<file path="config.mk">
export PLATFORM = sky130hd
export DESIGN_NAME = autorange_ohmmeter
export DESIGN_NICKNAME = d
export VERILOG_FILES = /design/src/aro_pkg.sv /design/src/aro_mul.sv /design/src/aro_div.sv /design/src/autorange_ohmmeter.sv
export SDC_FILE = /design/constraint.sdc
export NUM_CORES = 1
export LEC_CHECK = 0
export ABC_AREA = 1
export BUFFER_PORTS_ARGS = -buffer_cell sky130_fd_sc_hd__buf_2
export CORE_MARGIN = 10
export CORE_UTILIZATION = 62
export CTS_CLUSTER_DIAMETER = 80
export DETAILED_ROUTE_END_ITERATION = 10
export PLACE_DENSITY = 0.84
export SYNTH_ARGS = -nofsm -noshare
export SYNTH_HDL_FRONTEND = slang
export SYNTH_SLANG_ARGS = --single-unit
</file>
<file path="constraint.sdc">
create_clock -name i_clk -period 3.6 [get_ports i_clk]
set_input_delay 0.36 -clock i_clk [delete_from_list [all_inputs] [get_ports i_clk]]
set_output_delay 0.36 -clock i_clk [all_outputs]
set_load 0.01 [all_outputs]
</file>
<file path="src/aro_pkg.sv">
// ----------------------------------------------------------------------------
// aro_pkg
// shared widths, register codes, reference resistor table and types
// ----------------------------------------------------------------------------
package aro_pkg;

    // field and datapath widths
    localparam int unsigned SAMPLE_W = 16;
    localparam int unsigned THR_W    = 15;
    localparam int unsigned GAIN_W   = 17;
    localparam int unsigned MPLR_W   = 15;   // 32768 - raw for positive raw
    localparam int unsigned REF_W    = 20;   // up to 1M ohm
    localparam int unsigned P1_W     = MPLR_W + GAIN_W;
    localparam int unsigned PROD_W   = P1_W + REF_W;
    localparam int unsigned DIVD_W   = 36;   // (num + raw*2^15) >> 16
    localparam int unsigned DIVR_W   = 15;
    localparam int unsigned RES_W    = 32;
    localparam int unsigned OVF_BITS = DIVD_W - RES_W;

    // register indexes on the config port
    localparam logic [2:0] REG_LOW_THR  = 3'd0;
    localparam logic [2:0] REG_HIGH_THR = 3'd1;
    localparam logic [2:0] REG_GAIN0    = 3'd2;
    localparam logic [2:0] REG_GAIN1    = 3'd3;
    localparam logic [2:0] REG_GAIN2    = 3'd4;
    localparam logic [2:0] REG_GAIN3    = 3'd5;

    // reset values
    localparam logic [THR_W-1:0]  RST_LOW_THR  = 15'd8000;
    localparam logic [THR_W-1:0]  RST_HIGH_THR = 15'd24000;
    localparam logic [GAIN_W-1:0] RST_GAIN0    = 17'd64618;
    localparam logic [GAIN_W-1:0] RST_GAIN1    = 17'd63898;
    localparam logic [GAIN_W-1:0] RST_GAIN2    = 17'd65536;
    localparam logic [GAIN_W-1:0] RST_GAIN3    = 17'd43778;

    // result of the serial divider
    typedef struct packed {
        logic             done;
        logic             ovf;
        logic [RES_W-1:0] quot;
    } t_div_res;

    // decade reference resistor per range
    function automatic logic [REF_W-1:0] ref_ohms(input logic [1:0] rng);
        logic [REF_W-1:0] v;
        unique case (rng)
            2'd0:    v = 20'd1000;
            2'd1:    v = 20'd10000;
            2'd2:    v = 20'd100000;
            default: v = 20'd1000000;
        endcase
        return v;
    endfunction

endpackage

</file>
<file path="src/aro_mul.sv">
// ----------------------------------------------------------------------------
// aro_mul
// bit-serial shift-add multiplier: (32768 - raw) * gain, then * reference
// ----------------------------------------------------------------------------
module aro_mul (
    input  logic                        i_clk,
    input  logic                        i_rst_n,
    input  logic                        i_start,
    input  logic [aro_pkg::MPLR_W-1:0]  i_mplr,
    input  logic [aro_pkg::GAIN_W-1:0]  i_gain,
    input  logic [1:0]                  i_range,
    output logic                        o_done,
    output logic [aro_pkg::PROD_W-1:0]  o_prod
);

    typedef enum logic [2:0] {
        M_IDLE = 3'b001,
        M_GAIN = 3'b010,
        M_REF  = 3'b100
    } t_mstate;

    localparam logic [4:0] GAIN_LAST = 5'(aro_pkg::MPLR_W - 1);
    localparam logic [4:0] REF_LAST  = 5'(aro_pkg::REF_W - 1);

    t_mstate                     r_state;
    logic [4:0]                  r_cnt;
    logic                        r_done;
    logic [aro_pkg::REF_W-1:0]   r_mplr;
    logic [aro_pkg::P1_W-1:0]    r_p1;
    logic [aro_pkg::PROD_W-1:0]  r_acc;
    logic [aro_pkg::GAIN_W:0]    sum_p1;
    logic [aro_pkg::P1_W:0]      sum_acc;

    // narrow adders on the upper part of each accumulator
    assign sum_p1  = {1'b0, r_p1[aro_pkg::P1_W-1:aro_pkg::MPLR_W]} + {1'b0, i_gain};
    assign sum_acc = {1'b0, r_acc[aro_pkg::PROD_W-1:aro_pkg::REF_W]} + {1'b0, r_p1};

    // sequencer: gain pass, then reference pass
    always_ff @(posedge i_clk) begin
        if (!i_rst_n) begin
            r_state <= M_IDLE;
            r_cnt   <= '0;
            r_done  <= 1'b0;
        end else begin
            r_done <= 1'b0;
            unique case (r_state)
                M_IDLE: begin
                    if (i_start) begin
                        r_state <= M_GAIN;
                        r_cnt   <= '0;
                    end
                end
                M_GAIN: begin
                    r_cnt <= r_cnt + 5'd1;
                    if (r_cnt == GAIN_LAST) begin
                        r_state <= M_REF;
                        r_cnt   <= '0;
                    end
                end
                M_REF: begin
                    r_cnt <= r_cnt + 5'd1;
                    if (r_cnt == REF_LAST) begin
                        r_state <= M_IDLE;
                        r_done  <= 1'b1;
                    end
                end
                default: r_state <= M_IDLE;
            endcase
        end
    end

    // datapath: multiplier bits shift out lsb first, products shift right
    always_ff @(posedge i_clk) begin
        unique case (r_state)
            M_IDLE: begin
                if (i_start) begin
                    r_mplr <= {{(aro_pkg::REF_W - aro_pkg::MPLR_W){1'b0}}, i_mplr};
                    r_p1   <= '0;
                end
            end
            M_GAIN: begin
                if (r_mplr[0]) begin
                    r_p1 <= {sum_p1, r_p1[aro_pkg::MPLR_W-1:1]};
                end else begin
                    r_p1 <= {1'b0, r_p1[aro_pkg::P1_W-1:1]};
                end
                if (r_cnt == GAIN_LAST) begin
                    r_mplr <= aro_pkg::ref_ohms(i_range);
                    r_acc  <= '0;
                end else begin
                    r_mplr <= {1'b0, r_mplr[aro_pkg::REF_W-1:1]};
                end
            end
            M_REF: begin
                if (r_mplr[0]) begin
                    r_acc <= {sum_acc, r_acc[aro_pkg::REF_W-1:1]};
                end else begin
                    r_acc <= {1'b0, r_acc[aro_pkg::PROD_W-1:1]};
                end
                r_mplr <= {1'b0, r_mplr[aro_pkg::REF_W-1:1]};
            end
            default: ;
        endcase
    end

    assign o_done = r_done;
    assign o_prod = r_acc;

endmodule

</file>
<file path="src/aro_div.sv">
// ----------------------------------------------------------------------------
// aro_div
// restoring divider, one quotient bit per cycle, flags quotients past 32 bits
// ----------------------------------------------------------------------------
module aro_div (
    input  logic                        i_clk,
    input  logic                        i_rst_n,
    input  logic                        i_start,
    input  logic [aro_pkg::DIVD_W-1:0]  i_dividend,
    input  logic [aro_pkg::DIVR_W-1:0]  i_divisor,
    output aro_pkg::t_div_res           o_res
);

    localparam logic [5:0] LAST_STEP = 6'(aro_pkg::DIVD_W - 1);
    localparam logic [5:0] OVF_STEPS = 6'(aro_pkg::OVF_BITS);

    logic                        r_busy;
    logic                        r_done;
    logic [5:0]                  r_cnt;
    logic                        r_ovf;
    logic [aro_pkg::DIVD_W-1:0]  r_num;
    logic [aro_pkg::DIVR_W-1:0]  r_rem;
    logic [aro_pkg::DIVR_W-1:0]  r_div;
    logic [aro_pkg::DIVR_W:0]    trial;
    logic [aro_pkg::DIVR_W:0]    diff;
    logic                        q_bit;

    // partial remainder with the next dividend bit, trial subtract
    assign trial = {r_rem, r_num[aro_pkg::DIVD_W-1]};
    assign diff  = trial - {1'b0, r_div};
    assign q_bit = (trial >= {1'b0, r_div});

    // control
    always_ff @(posedge i_clk) begin
        if (!i_rst_n) begin
            r_busy <= 1'b0;
            r_done <= 1'b0;
            r_cnt  <= '0;
        end else begin
            r_done <= 1'b0;
            if (!r_busy) begin
                if (i_start) begin
                    r_busy <= 1'b1;
                    r_cnt  <= '0;
                end
            end else begin
                r_cnt <= r_cnt + 6'd1;
                if (r_cnt == LAST_STEP) begin
                    r_busy <= 1'b0;
                    r_done <= 1'b1;
                end
            end
        end
    end

    // datapath: quotient bits shift into the dividend register
    always_ff @(posedge i_clk) begin
        if (!r_busy) begin
            if (i_start) begin
                r_num <= i_dividend;
                r_rem <= '0;
                r_div <= i_divisor;
                r_ovf <= 1'b0;
            end
        end else begin
            r_num <= {r_num[aro_pkg::DIVD_W-2:0], q_bit};
            r_rem <= q_bit ? diff[aro_pkg::DIVR_W-1:0] : trial[aro_pkg::DIVR_W-1:0];
            if (q_bit && (r_cnt < OVF_STEPS)) begin
                r_ovf <= 1'b1;
            end
        end
    end

    assign o_res.done = r_done;
    assign o_res.ovf  = r_ovf;
    assign o_res.quot = r_num[aro_pkg::RES_W-1:0];

endmodule

</file>
<file path="src/autorange_ohmmeter.sv">
// ----------------------------------------------------------------------------
// autorange_ohmmeter
// auto-ranging ohmmeter: range control and resistance from one adc sample
// ----------------------------------------------------------------------------
//  channel   dir  handshake               payload
//  s_axis    in   tvalid/tready           tdata[15:0] adc_sample
//  m_axis    out  tvalid/tready           tdata: range, next select, ohms
//                                         tuser: settled, open_flag
//  apb       in   psel/penable/pwrite     six registers at 4*i
//
//  a range step or a nonpositive settle goes from the eval state straight to
//  the output state; a settled positive sample first takes 15 + 20 multiplier
//  steps and 36 divider steps.
//  one sample is in work at a time; a new request is taken once the result is
//  in the output register, even while that register still waits.
//  reset puts the range at the 1k resistor and loads the register defaults.
// ----------------------------------------------------------------------------
module autorange_ohmmeter (
    input  logic        i_clk,
    input  logic        i_rst_n,
    // sample stream
    input  logic        i_s_axis_tvalid,
    output logic        o_s_axis_tready,
    input  logic [15:0] i_s_axis_tdata,   // [15:0] adc_sample
    // result stream
    output logic        o_m_axis_tvalid,
    input  logic        i_m_axis_tready,
    output logic [39:0] o_m_axis_tdata,   // [1:0] range_used, [5:2] next_range_select,
                                          // [37:6] resistance_ohms, [39:38] zero
    output logic [1:0]  o_m_axis_tuser,   // [0] settled, [1] open_flag
    // register port
    input  logic        i_psel,
    input  logic        i_penable,
    input  logic        i_pwrite,
    input  logic [4:0]  i_paddr,
    input  logic [31:0] i_pwdata,
    output logic [31:0] o_prdata,
    output logic        o_pready
);

    typedef enum logic [4:0] {
        S_IDLE = 5'b00001,
        S_EVAL = 5'b00010,
        S_MUL  = 5'b00100,
        S_DIV  = 5'b01000,
        S_OUT  = 5'b10000
    } t_state;

    t_state                          r_state;
    t_state                          n_state;

    // registers
    logic [aro_pkg::THR_W-1:0]       r_low_thr;
    logic [aro_pkg::THR_W-1:0]       r_high_thr;
    logic [aro_pkg::GAIN_W-1:0]      r_gain [4];
    logic [1:0]                      r_range;
    logic [1:0]                      n_range;

    // sample and staged result
    logic [aro_pkg::SAMPLE_W-1:0]    r_sample;
    logic                            r_settled;
    logic [1:0]                      r_used;
    logic [aro_pkg::RES_W-1:0]       r_res;
    logic                            r_open;

    // output register
    logic                            r_o_valid;
    logic                            r_o_settled;
    logic [1:0]                      r_o_used;
    logic [3:0]                      r_o_next;
    logic [aro_pkg::RES_W-1:0]       r_o_res;
    logic                            r_o_open;

    // decision and datapath signals
    logic                            is_low;
    logic                            is_high;
    logic                            settle;
    logic                            nonpos;
    logic                            cfg_wr;
    logic [2:0]                      cfg_idx;
    logic                            mul_start;
    logic                            mul_done;
    logic [aro_pkg::PROD_W-1:0]      mul_prod;
    logic [aro_pkg::MPLR_W-1:0]      mul_a;
    logic [aro_pkg::PROD_W:0]        num_rnd;
    logic                            div_start;
    aro_pkg::t_div_res               div_res;
    logic                            out_load;

    // register port
    assign o_pready = 1'b1;
    assign cfg_wr   = i_psel & i_penable & i_pwrite & o_pready;
    assign cfg_idx  = i_paddr[4:2];

    always_ff @(posedge i_clk) begin
        if (!i_rst_n) begin
            r_low_thr  <= aro_pkg::RST_LOW_THR;
            r_high_thr <= aro_pkg::RST_HIGH_THR;
            r_gain[0]  <= aro_pkg::RST_GAIN0;
            r_gain[1]  <= aro_pkg::RST_GAIN1;
            r_gain[2]  <= aro_pkg::RST_GAIN2;
            r_gain[3]  <= aro_pkg::RST_GAIN3;
        end else if (cfg_wr) begin
            unique case (cfg_idx)
                aro_pkg::REG_LOW_THR:  r_low_thr  <= i_pwdata[aro_pkg::THR_W-1:0];
                aro_pkg::REG_HIGH_THR: r_high_thr <= i_pwdata[aro_pkg::THR_W-1:0];
                aro_pkg::REG_GAIN0:    r_gain[0]  <= i_pwdata[aro_pkg::GAIN_W-1:0];
                aro_pkg::REG_GAIN1:    r_gain[1]  <= i_pwdata[aro_pkg::GAIN_W-1:0];
                aro_pkg::REG_GAIN2:    r_gain[2]  <= i_pwdata[aro_pkg::GAIN_W-1:0];
                aro_pkg::REG_GAIN3:    r_gain[3]  <= i_pwdata[aro_pkg::GAIN_W-1:0];
                default: ;
            endcase
        end
    end

    // register read back
    always_comb begin
        unique case (cfg_idx)
            aro_pkg::REG_LOW_THR:  o_prdata = 32'(r_low_thr);
            aro_pkg::REG_HIGH_THR: o_prdata = 32'(r_high_thr);
            aro_pkg::REG_GAIN0:    o_prdata = 32'(r_gain[0]);
            aro_pkg::REG_GAIN1:    o_prdata = 32'(r_gain[1]);
            aro_pkg::REG_GAIN2:    o_prdata = 32'(r_gain[2]);
            aro_pkg::REG_GAIN3:    o_prdata = 32'(r_gain[3]);
            default:               o_prdata = '0;
        endcase
    end

    // window test and range step
    assign is_low  = $signed(r_sample) <= $signed({1'b0, r_low_thr});
    assign is_high = $signed(r_sample) >= $signed({1'b0, r_high_thr});
    assign settle  = (!is_low && !is_high) || (is_low && (r_range == 2'd3))
                   || (is_high && (r_range == 2'd0));
    assign nonpos  = r_sample[aro_pkg::SAMPLE_W-1] || (r_sample == '0);

    always_comb begin
        if (settle) begin
            n_range = r_range;
        end else if (is_low) begin
            n_range = r_range + 2'd1;
        end else begin
            n_range = r_range - 2'd1;
        end
    end

    // 32768 - raw, raw known positive here
    assign mul_a     = aro_pkg::MPLR_W'(0) - r_sample[aro_pkg::MPLR_W-1:0];
    assign mul_start = (r_state == S_EVAL) && settle && !nonpos;

    aro_mul u_mul (
        .i_clk   (i_clk),
        .i_rst_n (i_rst_n),
        .i_start (mul_start),
        .i_mplr  (mul_a),
        .i_gain  (r_gain[r_range]),
        .i_range (r_range),
        .o_done  (mul_done),
        .o_prod  (mul_prod)
    );

    // add half the divisor for rounding, then drop the 2^16 of the divisor
    assign num_rnd   = {1'b0, mul_prod}
                     + (aro_pkg::PROD_W + 1)'({r_sample[aro_pkg::MPLR_W-1:0], 15'd0});
    assign div_start = (r_state == S_MUL) && mul_done;

    aro_div u_div (
        .i_clk      (i_clk),
        .i_rst_n    (i_rst_n),
        .i_start    (div_start),
        .i_dividend (num_rnd[aro_pkg::DIVD_W+15:16]),
        .i_divisor  (r_sample[aro_pkg::DIVR_W-1:0]),
        .o_res      (div_res)
    );

    // sequencer
    assign out_load = (r_state == S_OUT) && (!r_o_valid || i_m_axis_tready);

    always_comb begin
        n_state = r_state;
        unique case (r_state)
            S_IDLE: if (i_s_axis_tvalid) n_state = S_EVAL;
            S_EVAL: n_state = mul_start ? S_MUL : S_OUT;
            S_MUL:  if (mul_done) n_state = S_DIV;
            S_DIV:  if (div_res.done) n_state = S_OUT;
            S_OUT:  if (out_load) n_state = S_IDLE;
            default: n_state = S_IDLE;
        endcase
    end

    always_ff @(posedge i_clk) begin
        if (!i_rst_n) begin
            r_state <= S_IDLE;
            r_range <= 2'd0;
        end else begin
            r_state <= n_state;
            if (r_state == S_EVAL) begin
                r_range <= n_range;
            end
        end
    end

    // sample capture and staged result
    always_ff @(posedge i_clk) begin
        if ((r_state == S_IDLE) && i_s_axis_tvalid) begin
            r_sample <= i_s_axis_tdata;
        end
        if (r_state == S_EVAL) begin
            r_settled <= settle;
            r_used    <= r_range;
            if (!settle) begin
                r_res  <= '0;
                r_open <= 1'b0;
            end else if (nonpos) begin
                r_res  <= '1;
                r_open <= 1'b1;
            end
        end
        if ((r_state == S_DIV) && div_res.done) begin
            r_res  <= div_res.ovf ? '1 : div_res.quot;
            r_open <= div_res.ovf;
        end
    end

    // output register
    always_ff @(posedge i_clk) begin
        if (!i_rst_n) begin
            r_o_valid <= 1'b0;
        end else if (out_load) begin
            r_o_valid <= 1'b1;
        end else if (i_m_axis_tready) begin
            r_o_valid <= 1'b0;
        end
    end

    always_ff @(posedge i_clk) begin
        if (out_load) begin
            r_o_settled <= r_settled;
            r_o_used    <= r_used;
            r_o_next    <= 4'b0001 << r_range;
            r_o_res     <= r_res;
            r_o_open    <= r_open;
        end
    end

    assign o_s_axis_tready = (r_state == S_IDLE);
    assign o_m_axis_tvalid = r_o_valid;
    assign o_m_axis_tdata  = {2'b00, r_o_res, r_o_next, r_o_used};
    assign o_m_axis_tuser  = {r_o_open, r_o_settled};

endmodule

</file>
==> results.toml <==
[outcome]
run_status = "completed"

[sta]
finalWorstPathRequiredPeriod_ns = 3.32
rsz0062_at_grt = "no"
timing.slew.headroom_pct = 32.3
timing.final.max_slew_violations = 0
slew_of_the_pin_with_the_lowest_slew_margin_ns = 1.01
count_of_final_hold_check_violations = 0
setup_violations = 0
maxClockFrequency_mhz = 302
fin_worst_skew_ns = 0.0257
post_route_fraction_of_the_period_consumed_by_the_critical_path_pct = 92.1
timing.setup.tns_ns = 0

[clocking]
clkTransAtPathRegs_ns = 0.06
numCtsBuffers = 40
tritoncts_clock_tree = "done"
clockBufferDepth = 3
clk_root_buffer_cell = "clkbuf_16"
clock_latency_ns = 0.56
cts-resized-gates = 0
h-tree-depth = 2
numClockSinks = 373

[finish]
fin_cells = 3070
insertedDiodeCount = 0
area_delta_synth_final_pct = 11.6
drive_gt1_share_pct = 9.87
nets = 2765

[drt]
drt-initial-drc-count = 1881
vias_per_cell = 5.88
drtPass1Iterations = 7
vias = 18100
antenna_left = 0
drc = 0
wirelength_um = 57500
wl_per_cell_um = 18.7

[run]
maxCapViolations = 0

[yosys]
async_reset_ff_share_pct = 0
ys_warn_count = 0
synth.distinct_cells = 62
edff_count_synth = 316
synth_cells = 2452
synthesis.area_per_instance_um2 = 8.74
primary_flip_flop_cell_chosen_by_synthesis_mapping = "edfxtp_1"
netlist_area_um2 = 21400
yosys_reg_bits = 373
synth-seq-area-share_pct = 49.6

[setup_path]
worst-path-max-fanout = 19
cp_class = "flop to flop"
worst_setup_start_kind = "flop"
worst_ep_required_time_ns = 3.89
arrival_ns = 3.61
critical_path.endpoint_type = "flop"

[floorplanning]
core_area_um2 = 34300
floorplan.initialDensity_pct = 62.5
io_pins = 137
die_width_um = 206
dieArea_um2 = 42400
height_of_the_die_um = 206
placement_rows = 68

[pwr]
power.switching_fraction_pct = 36.0
part_of_the_total_power_dissipated_in_the_clock_network_pct = 28.0
p_switching_w = 0.00514
fin_total_pwr_w = 0.0143
cellLeakagePower_nw = 10.6
share_seq_of_total_power_pct = 39.9
worst_ir_drop_vdd_uv = 606
total_power_per_unit_cell_area_nw_per_um2 = 597
comb_power_share_pct = 32.1
power.internal_w = 0.00914

[global_routing]
gr-total-overflow = 0
grt_pass1_vias = 17200
first_pass_grt_wire_length_um = 90600
grt_antenna_before_repair = 0
gr-usage-all-layers_pct = 26.9
grt_max_degree = 55

[placed_design]
gp_congestion = 0.951
place.detailed.instances = 2981
place.detailed.hpwl_um = 41600
io_buffers = 101

[worst_hold_path]
hold_crit_path_type = "input pin to flop"
==> kinds of logic (layout without fill, tap and decap cells) <==
family / after synthesis / in the layout / synth area share [%]
buffers and inverters: 466 / 613 / 8.70
AOI/OAI and AO/OA: 573 / 573 / 15.0
other: 2 / 18 / 0.0350
xor gates and xnor gates: 56 / 56 / 2.29
adders and majority gates: 122 / 122 / 7.26
muxes: 1 / 1 / 0.0526
and+or+nand+nor: 859 / 859 / 17.0
DFF: 373 / 373 / 49.6
==> metal layers <==
metal / vias to the layer above / global-route usage (%) / share of wire, %
met3: 178 / 4.75 / 8.6
met5: - / 0 / 0
met2: 856 / 44.2 / 47
li1: 8585 / - / -
met4: 0 / 10.4 / 4.2
met1: 8443 / 34.8 / 41
==> sequential cells by signal, indices dropped and copies added, names as in the netlist, 6 cells and up, named ones only <==
signal and cells:
r_low_thr 15, r_gain 68, r_sample 16, r_o_res 32, u_mul.r_p1 32, u_mul.r_mplr 20
u_div.r_cnt 6, u_mul.o_prod 37, u_div.r_rem 15, r_high_thr 15, u_div.r_div 15, r_res 32
u_div.r_num 36
==> power groups by stage <==
stage | Combinational, W | Sequential, W | Clock, W
after floorplan | 0.00333 | 0.00563 | 0
after global placement | 0.00433 | 0.00576 | 0
after detailed placement | 0.00446 | 0.00578 | 0
after CTS | 0.00452 | 0.00569 | 0.00402
after global routing | 0.00516 | 0.00573 | 0.00420
final | 0.00459 | 0.00570 | 0.00400
==> synth_stat cells (all sizes together) (2+ instances only) <==
master / instances / share of area [%]
nor3b: 2 / 0.070
o22ai: 5 / 0.15
nand3: 108 / 2.6
clkinv: 3 / 0.053
xnor2: 15 / 0.61
o21bai: 7 / 0.25
o211ai: 15 / 0.53
xor2: 41 / 1.7
nor4: 13 / 0.52
o2111ai: 2 / 0.082
nor2: 234 / 4.3
a32o: 2 / 0.093
edfxtp: 316 / 44
buf: 30 / 0.97
o31ai: 3 / 0.11
nor3: 42 / 1.1
or2: 12 / 0.35
inv: 372 / 6.5
dfxtp: 57 / 5.3
o221ai: 19 / 0.78
conb: 2 / 0.035
a221oi: 17 / 0.69
fa: 4 / 0.37
clkbuf: 61 / 1.2
ha: 118 / 6.9
a211oi: 2 / 0.070
a31oi: 8 / 0.23
nand2: 428 / 7.6
a21oi: 240 / 5.7
o21ai: 226 / 5.4
a21boi: 6 / 0.21
nand4: 18 / 0.53
a21o: 8 / 0.28
o21a: 5 / 0.18
==> metrics by stage <==
| step | setup WS [ns] | hold WS [ns] | instance area [um2] | util (%) |
|---|---|---|---|---|
| 2_1_floorplan | 0.592 | 0.400 | 21500 | - |
| 3_3_place_gp | 0.395 | 0.403 | 22500 | 65.6 |
| 3_5_place_dp | 0.372 | 0.405 | 22500 | 65.6 |
| 4_1_cts | 0.348 | 0.0298 | 23900 | 69.7 |
| 5_1_grt | 0.0273 | 0.0294 | 23900 | 69.7 |
| 6_report | 0.284 | 0.0494 | 23900 | 69.7 |
==> final cells by class <==
type	count	area, um2
sequential	373	10600
fill	2607	10400
multi-input combinational	1629	9010
inverter	375	1410
clock buffer	52	1140
timing repair buffer	164	1030
tap	455	569
clock inverter	22	133
==> worst max-delay path, stage by stage (launching register included) <==
cell     delay [ns]
dfxtp_1        0.33
buf_4          0.27
a21oi_1        0.10
a21oi_1        0.31
ha_1           0.21
inv_1          0.06
fa_1           0.40
o21ai_1        0.21
nand2_1        0.07
nand2_1        0.08
a21oi_1        0.11
o21ai_1        0.34
nand2_1        0.09
nand2_1        0.10
nand3_1        0.09
nand3_1        0.08
nand2_1        0.05
nor2_1         0.10
nor2_1         0.05
==> path summary, 6_finish.rpt <==
kind	cells after the start	endpoint	slack [ns]	startpoint
setup / recovery	18	u_mul.r_p1[28]	0.28	flop
setup reg to reg	18	u_mul.r_p1[28]	0.28	flop
hold reg to reg	0	r_o_res[19]	0.42	r_res[19]
hold / removal	1	r_sample[10]	0.05	i_s_axis_tdata[10]
==> cell usage in the layout, fill, tap and decap left out, types with 5 or more instances in the layout <==
master / count
a21o_1: 8
a21oi_1: 237
a221oi_1: 17
a31oi_1: 8
buf_2: 101
buf_4: 47
clkbuf_1: 6
clkbuf_16: 43
clkinv_1: 10
clkinv_2: 8
conb_1: 18
dfxtp_1: 57
dlygate4sd3_1: 15
edfxtp_1: 316
ha_1: 118
inv_1: 366
inv_2: 6
nand2_1: 423
nand3_1: 107
nand4_1: 18
nor2_1: 226
nor3_1: 37
nor3_2: 5
nor4_1: 11
o211ai_1: 15
o21a_1: 5
o21ai_0: 204
o21ai_1: 17
o21bai_1: 7
o221ai_1: 19
o22ai_1: 5
or2_2: 12
xnor2_1: 15
xor2_1: 41
==> repair_timing <==
action | in CTS | in global routing
endpoints found under the hold margin | 15 | 0
hold buffers | 15 | 0
setup buffers | 0 | 0
No activity file was read; power rests on OpenSTA's default activity.
